**src/hw/rtl/sobel_pkg.sv**
```systemverilog
// Package: shared types, constants and the Sobel gradient helpers.
package sobel_pkg;

  localparam int MaxWidth  = 2048;
  localparam int MaxHeight = 4096;
  localparam int ColW      = 11;
  localparam int RowW      = 13;
  localparam int PixW      = 24;
  localparam int QDepth    = 4;
  localparam int QPtrW     = 2;

  localparam logic [0:0] RegFrameWidth  = 1'b0;
  localparam logic [0:0] RegFrameHeight = 1'b1;

  typedef struct packed {
    logic [7:0] in_red;
    logic [7:0] in_green;
    logic [7:0] in_blue;
    logic       is_flush;
  } in_item_t;

  typedef struct packed {
    logic [7:0] out_red;
    logic [7:0] out_green;
    logic [7:0] out_blue;
    logic       last_of_frame;
  } out_item_t;

  // One classified window: neighbourhood already masked at the image border.
  typedef struct packed {
    logic [8:0][PixW-1:0] nb;
    logic                 last;
  } job_t;

  typedef struct packed {
    logic [17:0] gx2;
    logic [17:0] gy2;
  } sq_t;

  // Signed gradient of one channel, kernel selected by is_y.
  function automatic logic signed [11:0] grad(input logic [8:0][7:0] v, input logic is_y);
    logic signed [11:0] g;
    if (is_y)
      g = -$signed({4'd0, v[0]}) - ($signed({4'd0, v[1]}) <<< 1) - $signed({4'd0, v[2]})
          + $signed({4'd0, v[6]}) + ($signed({4'd0, v[7]}) <<< 1) + $signed({4'd0, v[8]});
    else
      g = -$signed({4'd0, v[0]}) + $signed({4'd0, v[2]}) - ($signed({4'd0, v[3]}) <<< 1)
          + ($signed({4'd0, v[5]}) <<< 1) - $signed({4'd0, v[6]}) + $signed({4'd0, v[8]});
    return g;
  endfunction

  function automatic logic [10:0] absv(input logic signed [11:0] g);
    logic [11:0] a;
    a = g[11] ? 12'(-g) : 12'(g);
    return a[10:0];
  endfunction

endpackage

```
**src/hw/rtl/sobel_queue.sv**
```systemverilog
// Small FIFO between classification and magnitude calculation.
module sobel_queue (
  input  logic            clk,
  input  logic            rst,
  input  logic            push,
  input  sobel_pkg::job_t push_data,
  input  logic            pop,
  output logic            empty,
  output logic            full,
  output sobel_pkg::job_t head
);
  sobel_pkg::job_t mem [sobel_pkg::QDepth];
  logic [sobel_pkg::QPtrW-1:0] wp, rp;
  logic [sobel_pkg::QPtrW:0] cnt;

  assign empty = cnt == '0;
  // keep one slot back for the job already in flight in the front end
  assign full  = cnt >= 3'(sobel_pkg::QDepth - 1);
  assign head  = mem[rp];

  always_ff @(posedge clk) begin
    if (push) mem[wp] <= push_data;
  end

  always_ff @(posedge clk) begin
    if (rst) begin
      wp <= '0; rp <= '0; cnt <= '0;
    end else begin
      if (push) wp <= wp + 1'b1;
      if (pop)  rp <= rp + 1'b1;
      cnt <= cnt + 3'(push) - 3'(pop);
    end
  end

`ifndef SYNTH
  a_no_overflow: assert property (@(posedge clk) disable iff (rst)
    !(push && !pop && cnt == 3'(sobel_pkg::QDepth))) else $error("queue overflow");
  a_no_underflow: assert property (@(posedge clk) disable iff (rst)
    !(pop && empty)) else $error("queue underflow");
`endif
endmodule

```
**config.mk**
```make
export PLATFORM = sky130hd
export DESIGN_NAME = sobel_queue
export DESIGN_NICKNAME = d
export VERILOG_FILES = /design/src/hw/rtl/sobel_pkg.sv /design/src/hw/rtl/sobel_queue.sv
export SDC_FILE = /design/constraint.sdc
export NUM_CORES = 1
export LEC_CHECK = 0
export ABC_AREA = 1
export BUFFER_PORTS_ARGS = -buffer_cell sky130_fd_sc_hd__buf_2
export CAP_MARGIN = 25
export CORE_UTILIZATION = 23
export DETAILED_ROUTE_END_ITERATION = 10
export GPL_TIMING_DRIVEN = 0
export HOLD_SLACK_MARGIN = 0.02
export PLACE_DENSITY = 0.37
export SLEW_MARGIN = 20
export SYNTH_ARGS = -nofsm -noshare
export SYNTH_HDL_FRONTEND = slang
export SYNTH_SLANG_ARGS = --single-unit
```
**constraint.sdc**
```tcl
create_clock -name clk -period 7.5 [get_ports clk]
set_input_delay 0.375 -clock clk [delete_from_list [all_inputs] [get_ports clk]]
set_output_delay 0.375 -clock clk [all_outputs]
set_load 0.03 [all_outputs]
```
== After elaboration in Yosys (flattened, before gate mapping) ==
Memory sizes are Yosys's and may differ from the RTL's. A register that Yosys moved wholly into a read port is not among the register bits.
Cells that the tools add are included.

* Add/subtract/negate cells: 4
* Multipliers: 0
* Divide/modulo/power cells: 0
* Magnitude comparators: 1
* Equality and inequality tests: 0
* Shift-type cells: 0
* Muxes and demuxes: 4
* Bitwise operators: 0
* Reductions and logical operators: 1

{| class="wikitable"
|+ Operator list
! kind !! count
|-
| $add 2x1->2 const B || 2
|-
| $mux 2 || 2
|-
| $add 3x1->3 || 1
|-
| $ge 3x2->1 const B || 1
|-
| $logic_not 3->1 || 1
|-
| $sub 3x1->3 || 1
|-
| $mux 1 || 2
|}

* Bits in registers: 7
* Bits in latches: 0
* RAM bits: 868
* Bits in read-only memories: 0
* Output and inout bits: 219
* Logic and storage cells: 14
* Memories: 1

{| class="wikitable"
|+ Memory list
! memory !! words !! bits a word !! read ports !! clocked after Yosys merged registers in !! write ports !! line !! source
|-
| mem || 4 || 217 || 1 || 1 || 1 || sobel_queue.sv:12 || <nowiki>sobel_pkg::job_t mem [sobel_pkg::QDepth];</nowiki>
|}

== Depth between registers and ports, before layout ==
* Depth in word-level cells: 3
* Depth in mapped cells: 7
* Mapped depth without buffers: 7

== Least setup slack after synthesis ==
Ideal clock, no wire load.

* Kind: register to register
* From: reg wp[0] (netlist bit)
* To: mem mem[2][0] (netlist bit), enable pin
* Arrival time: 4.750 ns
* Required time: 6.932 ns
* Path slack: 2.182 ns
* Stages on the path, launching flop included: 5
* Path through: dfxtp_1 > inv_1 > ha_1 > nand2_1 > inv_1

{| class="wikitable"
|+ RTL lines
! element !! line !! source
|-
| from (decl) || sobel_queue.sv:13 || <nowiki>logic [sobel_pkg::QPtrW-1:0] wp, rp;</nowiki>
|-
| from (signal assigned) || sobel_queue.sv:29 || <nowiki>if (push) wp <= wp + 1'b1;</nowiki>
|-
| to (decl) || sobel_queue.sv:12 ||
|}

No word-level cell before the write port.

==> results_dict.tcl <==
set metrics [dict create \
    crit_type "reg -> out" \
    grt_max_degree 72 \
    numCtsBuffers 108 \
    slew_headroom_pct 45.8 \
    synth.largest_area_cell "edfxtp_1" \
    synth_commonest_cells "nand2_1 (1094), inv_1 (884), edfxtp_1 (868)" \
    portBuffers 439 \
    rows 146 \
    netlist.area_leader.share_pct 71.0 \
    clock-sinks 877 \
    drt_pass1_iterations 5 \
    layout_setup_ws_ns 4.08 \
    p_leak_nw 21.3 \
    die_h_um 402 \
    io_pins 440 \
    synth_edf_count 868 \
    place_ws_ns 4.55 \
    timing.rr.start "wp[1]" \
    nFillCells 16400 \
    fin_cells 6407 \
    post_cts_buffers 0 \
    setup_viol 0 \
    status "finished clean" \
    gr-total-overflow 0 \
    max_cap_viol_count 0 \
    clk_pin_slew_worst_paths_ns 0.06 \
    cp_max_fo 11 \
    critPathLaunchType "register" \
    wl_mm 115 \
    core_area_sq_um 158000 \
    finalPower_mw 12.2 \
    seq_area_frac_synth_pct 71.5 \
    multi_input_area_sq_um 6460 \
    syn_inst 3458 \
    cts-root-buf "clkbuf_16" \
    end_kind "output port" \
    holdPathStages 2 \
    synth_area_leaders "edfxtp_1 (71%), nand2_1 (11%), inv_1 (9.0%)" \
    dp_hpwl_mm 71.9 \
    wl_per_cell_um 18.0 \
    antenna_found_initial 32 \
    fmax_mhz 293 \
    yosysWarnings 0 \
    vias 24400 \
    finalCriticalPeriod_ns 3.42 \
    p_per_area_nw_per_um2 257 \
    tightest_slew_ns 0.813 \
    syn_area_sq_um 36700 \
    place_inst 5981 \
    finClkSkew_ns 0.0289 \
    drive_gt1_share_pct 16.4 \
    synth_ff_type "edfxtp_1" \
    die-area_sq_um 161000 \
    r2r_setup_slack_ns 5.24 \
    cts_tree "yes" \
    vdd_drop_max_v 0.000168 \
    grt_use_total_pct 14.1 \
    required_ns 7.12 \
    worst_ep_arrival_time_ns 3.04 \
    start_util_pct 23.2 \
    gp_congestion 0.717 \
    hold_path.class "in -> reg" \
    rsz0062_at_grt "false" \
    drt.antenna.violating_nets 0 \
    async_flop_share_pct 0 \
    htree_levels 3 \
    drt-vias-per-instance 3.81 \
    min_from "push_data[37]" \
    syn2layout_area_growth_pct 29.1 \
    synth.most_common_cell "nand2_1" \
    finalHoldViolCount 0 \
    reg2reg_depth 6 \
    syn_avg_cell_area_sq_um 10.6 \
    grt_pass1_vias 24000 \
    drv_slew 0 \
    hold_path_end "mem[0][37]" \
    syn_nets 3687 \
    drc_errors 0 \
    die_w_um 402 \
    drt_iter0_drc 1289 \
    insertion_delay_ns 0.71 \
    utilization_pct 29.9 \
    fin_crit_sh_pct 45.6 \
    timing.rr.end "mem[1][124]" \
    grt_pass1_wl_mm 166 \
    cts_max_path_buffers 3 \
    nets 4468 \
    ff_latch_area_sq_um 26200 \
    synth_cell_types 17 \
    ys_seq_elements 877 \
]
registers in the layout, summed over array words and instances (netlist names), named ones only:
| signal | count |
|---|---|
| rp | 2 |
| wp | 2 |
| mem | 868 |
| cnt | 3 |
layout make-up:
cell class / count / area share (%)
flip-flops and latches: 877 / 55.4
multi-input cells: 1552 / 13.6
repair buffers: 671 / 9.97
inverters: 886 / 7.08
clock buffers: 138 / 6.03
well taps: 2072 / 5.47
plain buffers: 143 / 1.47
clock inverters: 53 / 0.929
diodes: 15 / 0.0792
what timing repair did:
action | in CTS | in global routing
endpoints found under the hold margin | 877 | 0
hold buffers | 220 | 0
resized for setup | 0 | 0
endpoints found under the setup margin | 0 | 0
worst max-delay path: stages (launching register included):
cell and delay [ns]:
dfxtp_1 0.31, inv_2 0.30, buf_2 0.55, clkbuf_1 0.59, nand3_1 0.16, nand2_1 0.08, buf_2 0.26
how the worst max path moves through the flow:
| stage | endpoint | slack (ns) | cells past startpoint |
|---|---|---|---|
| 3_3_place_gp | mem[0][142] | -3.05 | 3 |
| 2_1_floorplan | mem[2][0] | 2.18 | 4 |
| 3_5_place_dp | head[177] | 4.55 | 6 |
| 5_1_grt | head[173] | 3.74 | 6 |
| 6_report | head[181] | 4.08 | 6 |
| 4_1_cts | head[177] | 3.72 | 6 |
cells in the final DEF (no fill, tap or decap):
master | Yosys | layout
dlygate4sd3_1 | 0 | 220
xnor2_1 | 1 | 1
nor3_1 | 1 | 1
inv_2 | 2 | 2
dfxtp_1 | 9 | 9
clkbuf_1 | 22 | 50
clkinvlp_4 | 0 | 3
nor2_1 | 9 | 9
nand2_1 | 1094 | 1094
inv_8 | 0 | 4
nand3_1 | 435 | 435
inv_6 | 0 | 4
diode_2 | 0 | 15
fa_1 | 1 | 1
buf_1 | 9 | 9
clkinv_1 | 0 | 23
clkinv_2 | 0 | 12
edfxtp_1 | 868 | 868
clkinv_4 | 0 | 3
clkbuf_16 | 0 | 110
ha_1 | 7 | 7
a21oi_1 | 1 | 1
inv_1 | 884 | 880
buf_4 | 8 | 8
buf_16 | 0 | 12
inv_16 | 0 | 3
buf_2 | 104 | 543
bufinv_16 | 0 | 4
clkinv_16 | 0 | 1
o21ai_0 | 3 | 3
power by group:
part           internal, mW  switching (mW)
combinational         0.451            1.18
clock                  2.82            2.10
sequential             5.61          0.0395
total                  8.89            3.32
kinds of logic (layout without fill, tap and decap cells):
family	Yosys count	in the layout	synth area share, %
simple gates	1539	1539	17.2
buf+inv	1029	1891	11.0
flops	877	877	71.5
fa+ha+maj	8	8	0.293
compound gates	4	4	0.0545
xor+xnor	1	1	0.0239
other cells	0	15	0
routing by layer:
metal  GRT usage [%]  routed length [um]
met5               0                 207
met4            3.61                2650
met3            4.52                7970
met2            21.7               50300
met1            19.1               53900
through the flow:
| step | TNS [ns] | cell area [sq um] | hold WS [ns] |
|---|---|---|---|
| floorplan | 0 | 36700 | 0.446 |
| global placement | -2426.87 | 41500 | 0.491 |
| detailed placement | 0 | 41900 | 0.493 |
| CTS | 0 | 47400 | 0.317 |
| global route | 0 | 47400 | 0.349 |
| finish | 0 | 47400 | 0.409 |
No activity file was read; power rests on OpenSTA's default activity.
