--- config.mk ---
export PLATFORM = sky130hd
export DESIGN_NAME = sobel_back
export DESIGN_NICKNAME = d
export VERILOG_FILES = /design/src/hw/rtl/sobel_pkg.sv /design/src/hw/rtl/sobel_back.sv
export SDC_FILE = /design/constraint.sdc
export NUM_CORES = 1
export LEC_CHECK = 0
export ABC_CLOCK_PERIOD_IN_PS = 24200
export BUFFER_PORTS_ARGS = -buffer_cell sky130_fd_sc_hd__buf_4
export CORE_ASPECT_RATIO = 0.5
export CORE_MARGIN = 3
export CORE_UTILIZATION = 60
export DETAILED_ROUTE_END_ITERATION = 8
export PLACE_DENSITY = 0.9
export SLEW_MARGIN = 30
export SYNTH_ARGS = -nofsm -noshare
export SYNTH_HDL_FRONTEND = slang
export SYNTH_SLANG_ARGS = --single-unit
--- constraint.sdc ---
create_clock -name clk -period 24.2 [get_ports clk]
set_input_delay 2.42 -clock clk [delete_from_list [all_inputs] [get_ports clk]]
set_output_delay 2.42 -clock clk [all_outputs]
set_load 0.01 [all_outputs]
--- src/hw/rtl/sobel_pkg.sv ---
// Package: shared types, constants and the Sobel gradient helpers.
package sobel_pkg;

  localparam int MaxWidth  = 2048;
  localparam int MaxHeight = 4096;
  localparam int ColW      = 11;
  localparam int RowW      = 13;
  localparam int PixW      = 24;
  localparam int QDepth    = 4;
  localparam int QPtrW     = 2;

  localparam logic [0:0] RegFrameWidth  = 1'b0;
  localparam logic [0:0] RegFrameHeight = 1'b1;

  typedef struct packed {
    logic [7:0] in_red;
    logic [7:0] in_green;
    logic [7:0] in_blue;
    logic       is_flush;
  } in_item_t;

  typedef struct packed {
    logic [7:0] out_red;
    logic [7:0] out_green;
    logic [7:0] out_blue;
    logic       last_of_frame;
  } out_item_t;

  // One classified window: neighbourhood already masked at the image border.
  typedef struct packed {
    logic [8:0][PixW-1:0] nb;
    logic                 last;
  } job_t;

  typedef struct packed {
    logic [17:0] gx2;
    logic [17:0] gy2;
  } sq_t;

  // Signed gradient of one channel, kernel selected by is_y.
  function automatic logic signed [11:0] grad(input logic [8:0][7:0] v, input logic is_y);
    logic signed [11:0] g;
    if (is_y)
      g = -$signed({4'd0, v[0]}) - ($signed({4'd0, v[1]}) <<< 1) - $signed({4'd0, v[2]})
          + $signed({4'd0, v[6]}) + ($signed({4'd0, v[7]}) <<< 1) + $signed({4'd0, v[8]});
    else
      g = -$signed({4'd0, v[0]}) + $signed({4'd0, v[2]}) - ($signed({4'd0, v[3]}) <<< 1)
          + ($signed({4'd0, v[5]}) <<< 1) - $signed({4'd0, v[6]}) + $signed({4'd0, v[8]});
    return g;
  endfunction

  function automatic logic [10:0] absv(input logic signed [11:0] g);
    logic [11:0] a;
    a = g[11] ? 12'(-g) : 12'(g);
    return a[10:0];
  endfunction

endpackage

--- src/hw/rtl/sobel_back.sv ---
// Back end: gradients, squares, rounded square root, output register.
module sobel_back (
  input  logic             clk,
  input  logic             rst,
  input  logic             q_empty,
  input  sobel_pkg::job_t  q_head,
  output logic             q_pop,
  output logic             out_valid,
  input  logic             out_stall,
  output sobel_pkg::out_item_t out_item
);
  localparam logic [2:0] BIdle = 3'd0;
  localparam logic [2:0] BGrad = 3'd1;
  localparam logic [2:0] BSq   = 3'd2;
  localparam logic [2:0] BRoot = 3'd3;
  localparam logic [2:0] BOut  = 3'd4;

  logic [2:0] state;
  sobel_pkg::job_t job;
  logic [1:0] ch;
  logic [10:0] ax, ay;
  logic [20:0] s;
  logic [7:0] r;
  logic [3:0] bitn;
  logic [2:0][7:0] res;
  logic [8:0][7:0] v;
  logic [7:0] t;
  logic [15:0] tt;
  logic [4:0] sh;

  always_comb begin
    sh = 5'd16 - {ch, 3'd0};
    for (int k = 0; k < 9; k++) v[k] = 8'(job.nb[k] >> sh);
    t  = r | (8'd1 << bitn[2:0]);
    tt = t * t;
  end

  assign q_pop = (state == BIdle) && !q_empty;

  always_ff @(posedge clk) begin
    if (rst) begin
      state <= BIdle; out_valid <= 1'b0;
    end else begin
      unique case (state)
        BIdle: if (!q_empty) begin
          job <= q_head; ch <= '0; state <= BGrad;
        end
        BGrad: begin
          ax <= sobel_pkg::absv(sobel_pkg::grad(v, 1'b0));
          ay <= sobel_pkg::absv(sobel_pkg::grad(v, 1'b1));
          state <= BSq;
        end
        BSq: begin
          s <= 21'(ax * ax) + 21'(ay * ay);
          r <= '0; bitn <= 4'd7; state <= BRoot;
        end
        BRoot: begin
          if (s > 21'd65280) begin
            res[ch] <= 8'd255;
            bitn <= 4'd8;
          end else if (bitn == 4'd8) begin
            res[ch] <= (s > {5'b0, 16'(r * r)} + 21'(r)) ? r + 8'd1 : r;
          end else if ({5'b0, tt} <= s) begin
            r <= t;
          end
          if (s > 21'd65280 || bitn == 4'd8) begin
            if (ch == 2'd2) state <= BOut;
            else begin ch <= ch + 2'd1; state <= BGrad; end
          end else if (bitn == 4'd0) begin
            bitn <= 4'd8;
          end else begin
            bitn <= bitn - 4'd1;
          end
        end
        BOut: if (!out_valid || !out_stall) begin
          out_valid <= 1'b1;
          out_item  <= '{out_red: res[0], out_green: res[1], out_blue: res[2],
                         last_of_frame: job.last};
          state <= BIdle;
        end
        default: state <= BIdle;
      endcase
      if (out_valid && !out_stall && !(state == BOut)) out_valid <= 1'b0;
    end
  end

`ifndef SYNTH
  a_pop_idle: assert property (@(posedge clk) disable iff (rst)
    q_pop |=> state == BGrad) else $error("pop not followed by work");
  a_hold: assert property (@(posedge clk) disable iff (rst)
    (out_valid && out_stall) |=> out_valid && $stable(out_item)) else $error("held result lost");
`endif
endmodule

# ---- Word level (Yosys, flattened, before mapping)
# Cells that the tools add are included.
dict set report word_totals {
  output_inout_bits 27
  register_bits 303
  in_bits 221
  wordCells 134
}
dict set report classes {
  n_reduce_logical 26
  shift 9
  n_eq_ne 14
  magnitude_cmp 5
  muxes 29
  bitwise_logic 4
  n_addsub 19
  multipliers 4
}
# op n
set op_table {}
lappend op_table {{$shr A24 B5 Y8} 8}
lappend op_table {{$add A12 B9 Y12} 4}
lappend op_table {{$mux W12} 4}
lappend op_table {{$mux W24} 2}
lappend op_table {{$mul A11 B11 Y21} 2}
lappend op_table {{$mux W8} 5}
lappend op_table {{$mul A8 B8 Y16} 2}
lappend op_table {{$add A12 B10 Y12} 2}
lappend op_table {{$bwmux W24} 1}
lappend op_table {{$or A24 B24 Y24} 1}
lappend op_table {{$sub A12 B10 Y12} 2}
lappend op_table {{$sub A12 B9 Y12} 2}
lappend op_table {{$mux W11} 2}
lappend op_table {{$neg A11 Y11} 2}
lappend op_table {{$add A21 B21 Y21} 1}
lappend op_table {{$gt A21 B16 Y1 const B} 1}
lappend op_table {{$gt A21 B17 Y1} 1}
lappend op_table {{$le A16 B21 Y1} 1}
lappend op_table {{$add A16 B8 Y17} 1}
lappend op_table {{$demux W8 S2} 1}
lappend op_table {{$pmux W8 S2} 1}
lappend op_table {{$pmux W3 S5} 1}
lappend op_table {{$reduce_and A3 Y1} 5}
lappend op_table {{$ne A2 B2 Y1 const B} 7}
lappend op_table {{30 further kinds} 51}

# ---- Logic depth before layout (Yosys ltp)
dict set report depth {
  ltp_word 12
  mapped_depth 28
  depth_no_buf 27
}

# ---- Least setup slack after synthesis
# Ideal clock, no wire load.
dict set report synth_timing {
  path_type {input port to flip-flop}
  start {input q_empty}
  end {register job[0] in the netlist's numbering, enable pin}
  arrival_time_ns 11.386
  stages 2
  t_required_ns 23.431
  slack_ns 12.045
  path_cell_list {nor4_1 > nor2b_1}
}
dict set report synth_via {
  elab_chain_len 2
}
# element line_no
set synth_rtl {}
lappend synth_rtl {{start: declaration} sobel_back.sv:5} ;# input logic q_empty,
lappend synth_rtl {{$not A1 Y1 (no line)} -}
lappend synth_rtl {{$reduce_and A3 Y1 (no line)} -}
lappend synth_rtl {{end signal: assignment} sobel_back.sv:46} ;# job <= q_head; ch <= '0; state <= BGrad;
lappend synth_rtl {{end: declaration} sobel_back.sv:19} ;# sobel_pkg::job_t job;
# Every way passes these cells.
# A chain may end at the register's enable or synchronous reset.

# ---- Final worst setup path
dict set report layout_timing {
  start {register ch[0]}
  end {register ax[1], data pin}
}
dict set report layout_via {
  elab_chain_len 12
}
# element line_no
set layout_rtl {}
lappend layout_rtl {{start: declaration} sobel_back.sv:20} ;# logic [1:0] ch;
lappend layout_rtl {{start signal: assignment} sobel_back.sv:68} ;# else begin ch <= ch + 2'd1; state <= BGrad; end
lappend layout_rtl {{$sub A5 B5 Y5 *} sobel_back.sv:32} ;# sh = 5'd16 - {ch, 3'd0};
lappend layout_rtl {{$shr A24 B5 Y8} sobel_back.sv:33} ;# for (int k = 0; k < 9; k++) v[k] = 8'(job.nb[k] >> sh);
lappend layout_rtl {{$neg A8 Y12} -}
lappend layout_rtl {{$add A12 B9 Y12} -}
lappend layout_rtl {{$sub A12 B10 Y12} -}
lappend layout_rtl {{$add A12 B10 Y12} -}
lappend layout_rtl {{$sub A12 B9 Y12} -}
lappend layout_rtl {{$add A12 B9 Y12 *} -}
lappend layout_rtl {{$mux W12 *} sobel_back.sv:44} ;# unique case (state)
lappend layout_rtl {{$mux W12 *} sobel_back.sv:41} ;# if (rst) begin
lappend layout_rtl {{$neg A11 Y11} sobel_pkg.sv:54} ;# a = g[11] ? 12'(-g) : 12'(g);
lappend layout_rtl {{$mux W11 *} sobel_pkg.sv:54}
lappend layout_rtl {{end signal: assignment} sobel_back.sv:49} ;# ax <= sobel_pkg::absv(sobel_pkg::grad(v, 1'b0));
lappend layout_rtl {{end: declaration} sobel_back.sv:21} ;# logic [10:0] ax, ay;
# Mark *: on every way between the ends. The rest lies on a longest branch, timed or not. The select of a mux whose other input is x is not followed.

==> results by group <==
CTS
  • Clk_lat worst skew: between 0.5 and 0.6 ns
  • Post-CTS Repair Setup Buffers: 0
  • Root Driver: clkbuf_16
  • Clk pin slew, worst setup/hold paths: roughly 0.070 ns
  • Sink Count: approximately 300
  • Max Root-Sink Buffers: 3
  • CTS Buf Count: 29
  • CTS resizes: 0
  • Hold-fix buffers, CTS: 0
  • CTS tree: yes
  • Htree depth: 1

Floorplan
  • Core area: 0.04073 mm2
  • Die area: roughly 0.044 mm2
  • Num rows: 52
  • Initial Util: 0.6120
  • Die Ht: ~150 um
  • Number of I/O pins: roughly 250
  • Die X: between 200 and 300 um

Finish
  • Sequential Area: just over 0.009 mm2
  • Final net count: between 3,000 and 4,000
  • Area delta synth->final: 13.15%
  • Commonest non-fill, non-tap cells in the layout: inv_1, edfxtp_1, fa_1
  • Fillers: roughly 2,600
  • Layout cells sized above 1: 0.1299
  • Multi-input gate area: about 0.014 mm2
  • Commonest non-fill, non-tap cell in the layout: inv_1
  • Post-route design area: roughly 0.028 mm2
  • Final core occ: 0.6924

Synthesis
  • Syn_area_per_cell: approximately 11 um2
  • Synthesized area: 0.02493 mm2
  • Ys Warns: 0
  • Synth cell types: 64
  • Area leader, netlist: edfxtp_1
  • Synth top area share: 0.3602
  • Register bit total from synthesis: ~300
  • Gate Count Post-Synth: 2,227
  • Synthesized Nets: between 2,000 and 3,000
  • Synth area leaders: edfxtp_1, fa_1, ha_1
  • Share of synthesized flip-flops with an asynchronous set or reset: 0
  • EDFF count, synth: ~300
  • Most used DFF post-synth: edfxtp_1
  • Seq/Total Area, Yosys: 0.3634

Timing
  • Hold WS: about 0.46 ns
  • Final Hold Viols: 0
  • Final setup viols: 0
  • Max Fclk: 123.2 MHz
  • Max Transition Viols Final: 0
  • Setup TNS: 0 ns
  • Post-route minimum period: about 8.1 ns
  • Post-Route Skew: 0.01483 ns
  • Worst slew pin tran: 0.9840 ns
  • Final period util: 0.3355
  • RSZ-0062 raised after global routing: no
  • Worst relative slew slack: 0.3440

Routing
  • Drt initial violations: roughly 1,300
  • # DRC: 0
  • DR WL/cell: around 20 um
  • Final Routed Wirelength: about 59,000 um
  • Drt first pass iters: 5
  • Antenna viol nets, final: 0
  • Routed vias/inst: around 5.8
  • DR vias: roughly 17,000

Worst setup path
  • Critical path type: flip-flop to flip-flop
  • Crit path buffers/inverters: 5
  • Worst path arrival time: ~8.5 ns
  • CP delay by family, top: adder cells
  • Critical Path RT: 24.54 ns
  • Startpoint types: flip-flop
  • CP Max Fanout: just over 50
  • Crit path largest cell delay: 0.76 ns
  • Crit-path slowest cell: buf_4
  • Critical Path End Type: flip-flop
  • Crit-path cells: inv_1 > ha_4 > buf_4 > mux2i_1 > o2bb2ai_1 > inv_1 > ha_1 > xnor2_1 > inv_1 > fa_1 > fa_1 > inv_1 > fa_1 > fa_1 > a211oi_1 > nor2_1 > o41ai_1 > o21ai_0 > xnor2_1 > mux2_2

GRT
  • Gr busiest metal: met2
  • Met1 usage: 0.3156
  • Met3 Usage GRT: 0.04717
  • Global-route wire length before repair: 93,840 um
  • Overall global routing resource usage: 0.2702
  • Gr ovfl total: 0
  • Antenna violations before repair: 2
  • Met2 GRT Util: 0.4844
  • Vias in the first global route: 18,760
  • Pin count of the biggest net entering global routing: 98

Hold path
  • Worst hold path class: flip-flop to flip-flop

Placement
  • GP Congestion: approximately 0.93
  • DP Wirelength: around 45,000 um
  • # port buffers: 223
  • Placed cell area: approximately 0.027 mm2

Job
  • Max cap viols: 0

Run status
  • Status: finished, final reports clean
## final cells by class
class | instances | area share
Antenna cell | 1 | 0.00008873
Clock inverter | 23 | 0.01012
Sequential cell | 303 | 0.3212
Clock buffer | 31 | 0.02600
Tap cell | 540 | 0.02396
Multi-Input combinational cell | 1402 | 0.4954
Timing Repair Buffer | 236 | 0.06295
Inverter | 453 | 0.06029
## cell families (layout without fill, tap and decap cells)
| group | Yosys count | count (layout) | synth area share |
|---|---|---|---|
| other | 0 | 1 | 0 |
| AO/OA/AOI/OAI | 283 | 283 | 0.06802 |
| buffers and inverters | 522 | 743 | 0.07866 |
| flip-flops | 303 | 303 | 0.3634 |
| AND/OR/NAND/NOR | 431 | 431 | 0.08353 |
| adder cells (fa/ha/maj) | 506 | 506 | 0.3386 |
| multiplexers | 70 | 70 | 0.02836 |
| XOR/XNOR | 112 | 112 | 0.03936 |
## Yosys cell counts, types with 2 or more instances
master,instances
o21ai_0,56
nor4_1,6
buf_1,9
and3_1,3
nand3b_1,2
o41ai_1,4
edfxtp_1,299
a31o_2,2
or2_2,9
or4_4,2
nor2_1,138
nand2b_1,14
nand2_1,105
or3_1,7
o2bb2ai_1,7
mux2_2,5
xor2_1,39
nand3_1,10
fa_1,281
ha_1,225
dfxtp_1,4
a21oi_1,127
clkbuf_1,59
a211o_1,2
mux2i_1,65
a31oi_1,14
a211oi_1,8
inv_1,453
o31ai_1,3
nor3_1,22
o21a_1,7
a21boi_0,2
and2_1,77
o21bai_1,7
xnor2_1,73
a21o_1,28
nand4_1,8
nor3b_1,3
nor2b_1,17
## metal layers
metal  vias up  part of all wire
met2       882              0.51
met5         -                 0
li1       7658                 -
met4         0             0.058
met3       252             0.075
met1      8457              0.36
## flip-flops by register name, summed over array words and instances, names as in the netlist
| signal | flops |
|---|---|
| out_item | 25 |
| s | 21 |
| state | 3 |
| res | 24 |
| out_valid | 1 |
| job | 193 |
| bitn | 4 |
| ax | 11 |
| ay | 11 |
| ch | 2 |
| r | 8 |
## worst reg2reg max path: stages, from the launching register on
cell       delay [ns]
edfxtp_1         0.52
inv_1            0.18
ha_4             0.52
buf_4            0.76
mux2i_1          0.23
o2bb2ai_1        0.41
inv_1            0.12
ha_1             0.29
xnor2_1          0.47
inv_1            0.13
fa_1             0.49
fa_1             0.49
inv_1            0.06
fa_1             0.54
fa_1             0.49
a211oi_1         0.32
nor2_1           0.12
o41ai_1          0.34
o21ai_0          0.26
xnor2_1          0.73
mux2_2           0.42
## worst paths after layout
kind,slack (ns),depth (start not counted),to,from
max,16.08,20,ax[1],ch[0]
min,0.46,0,out_item[24],res[7]
max reg2reg,16.08,20,ax[1],ch[0]
min reg2reg,0.46,0,out_item[24],res[7]
## metrics by stage
step	setup slack [ns]	std cells
after floorplan	12.05	2227
after global placement	16.50	2934
after CTS	16.25	2988
after detailed placement	16.40	2934
after global routing	15.70	2988
final	16.08	2989
Power is left out: the tool's default activity adds up to more than one toggle a clock period on the data nets, which glitch-free logic cannot reach.
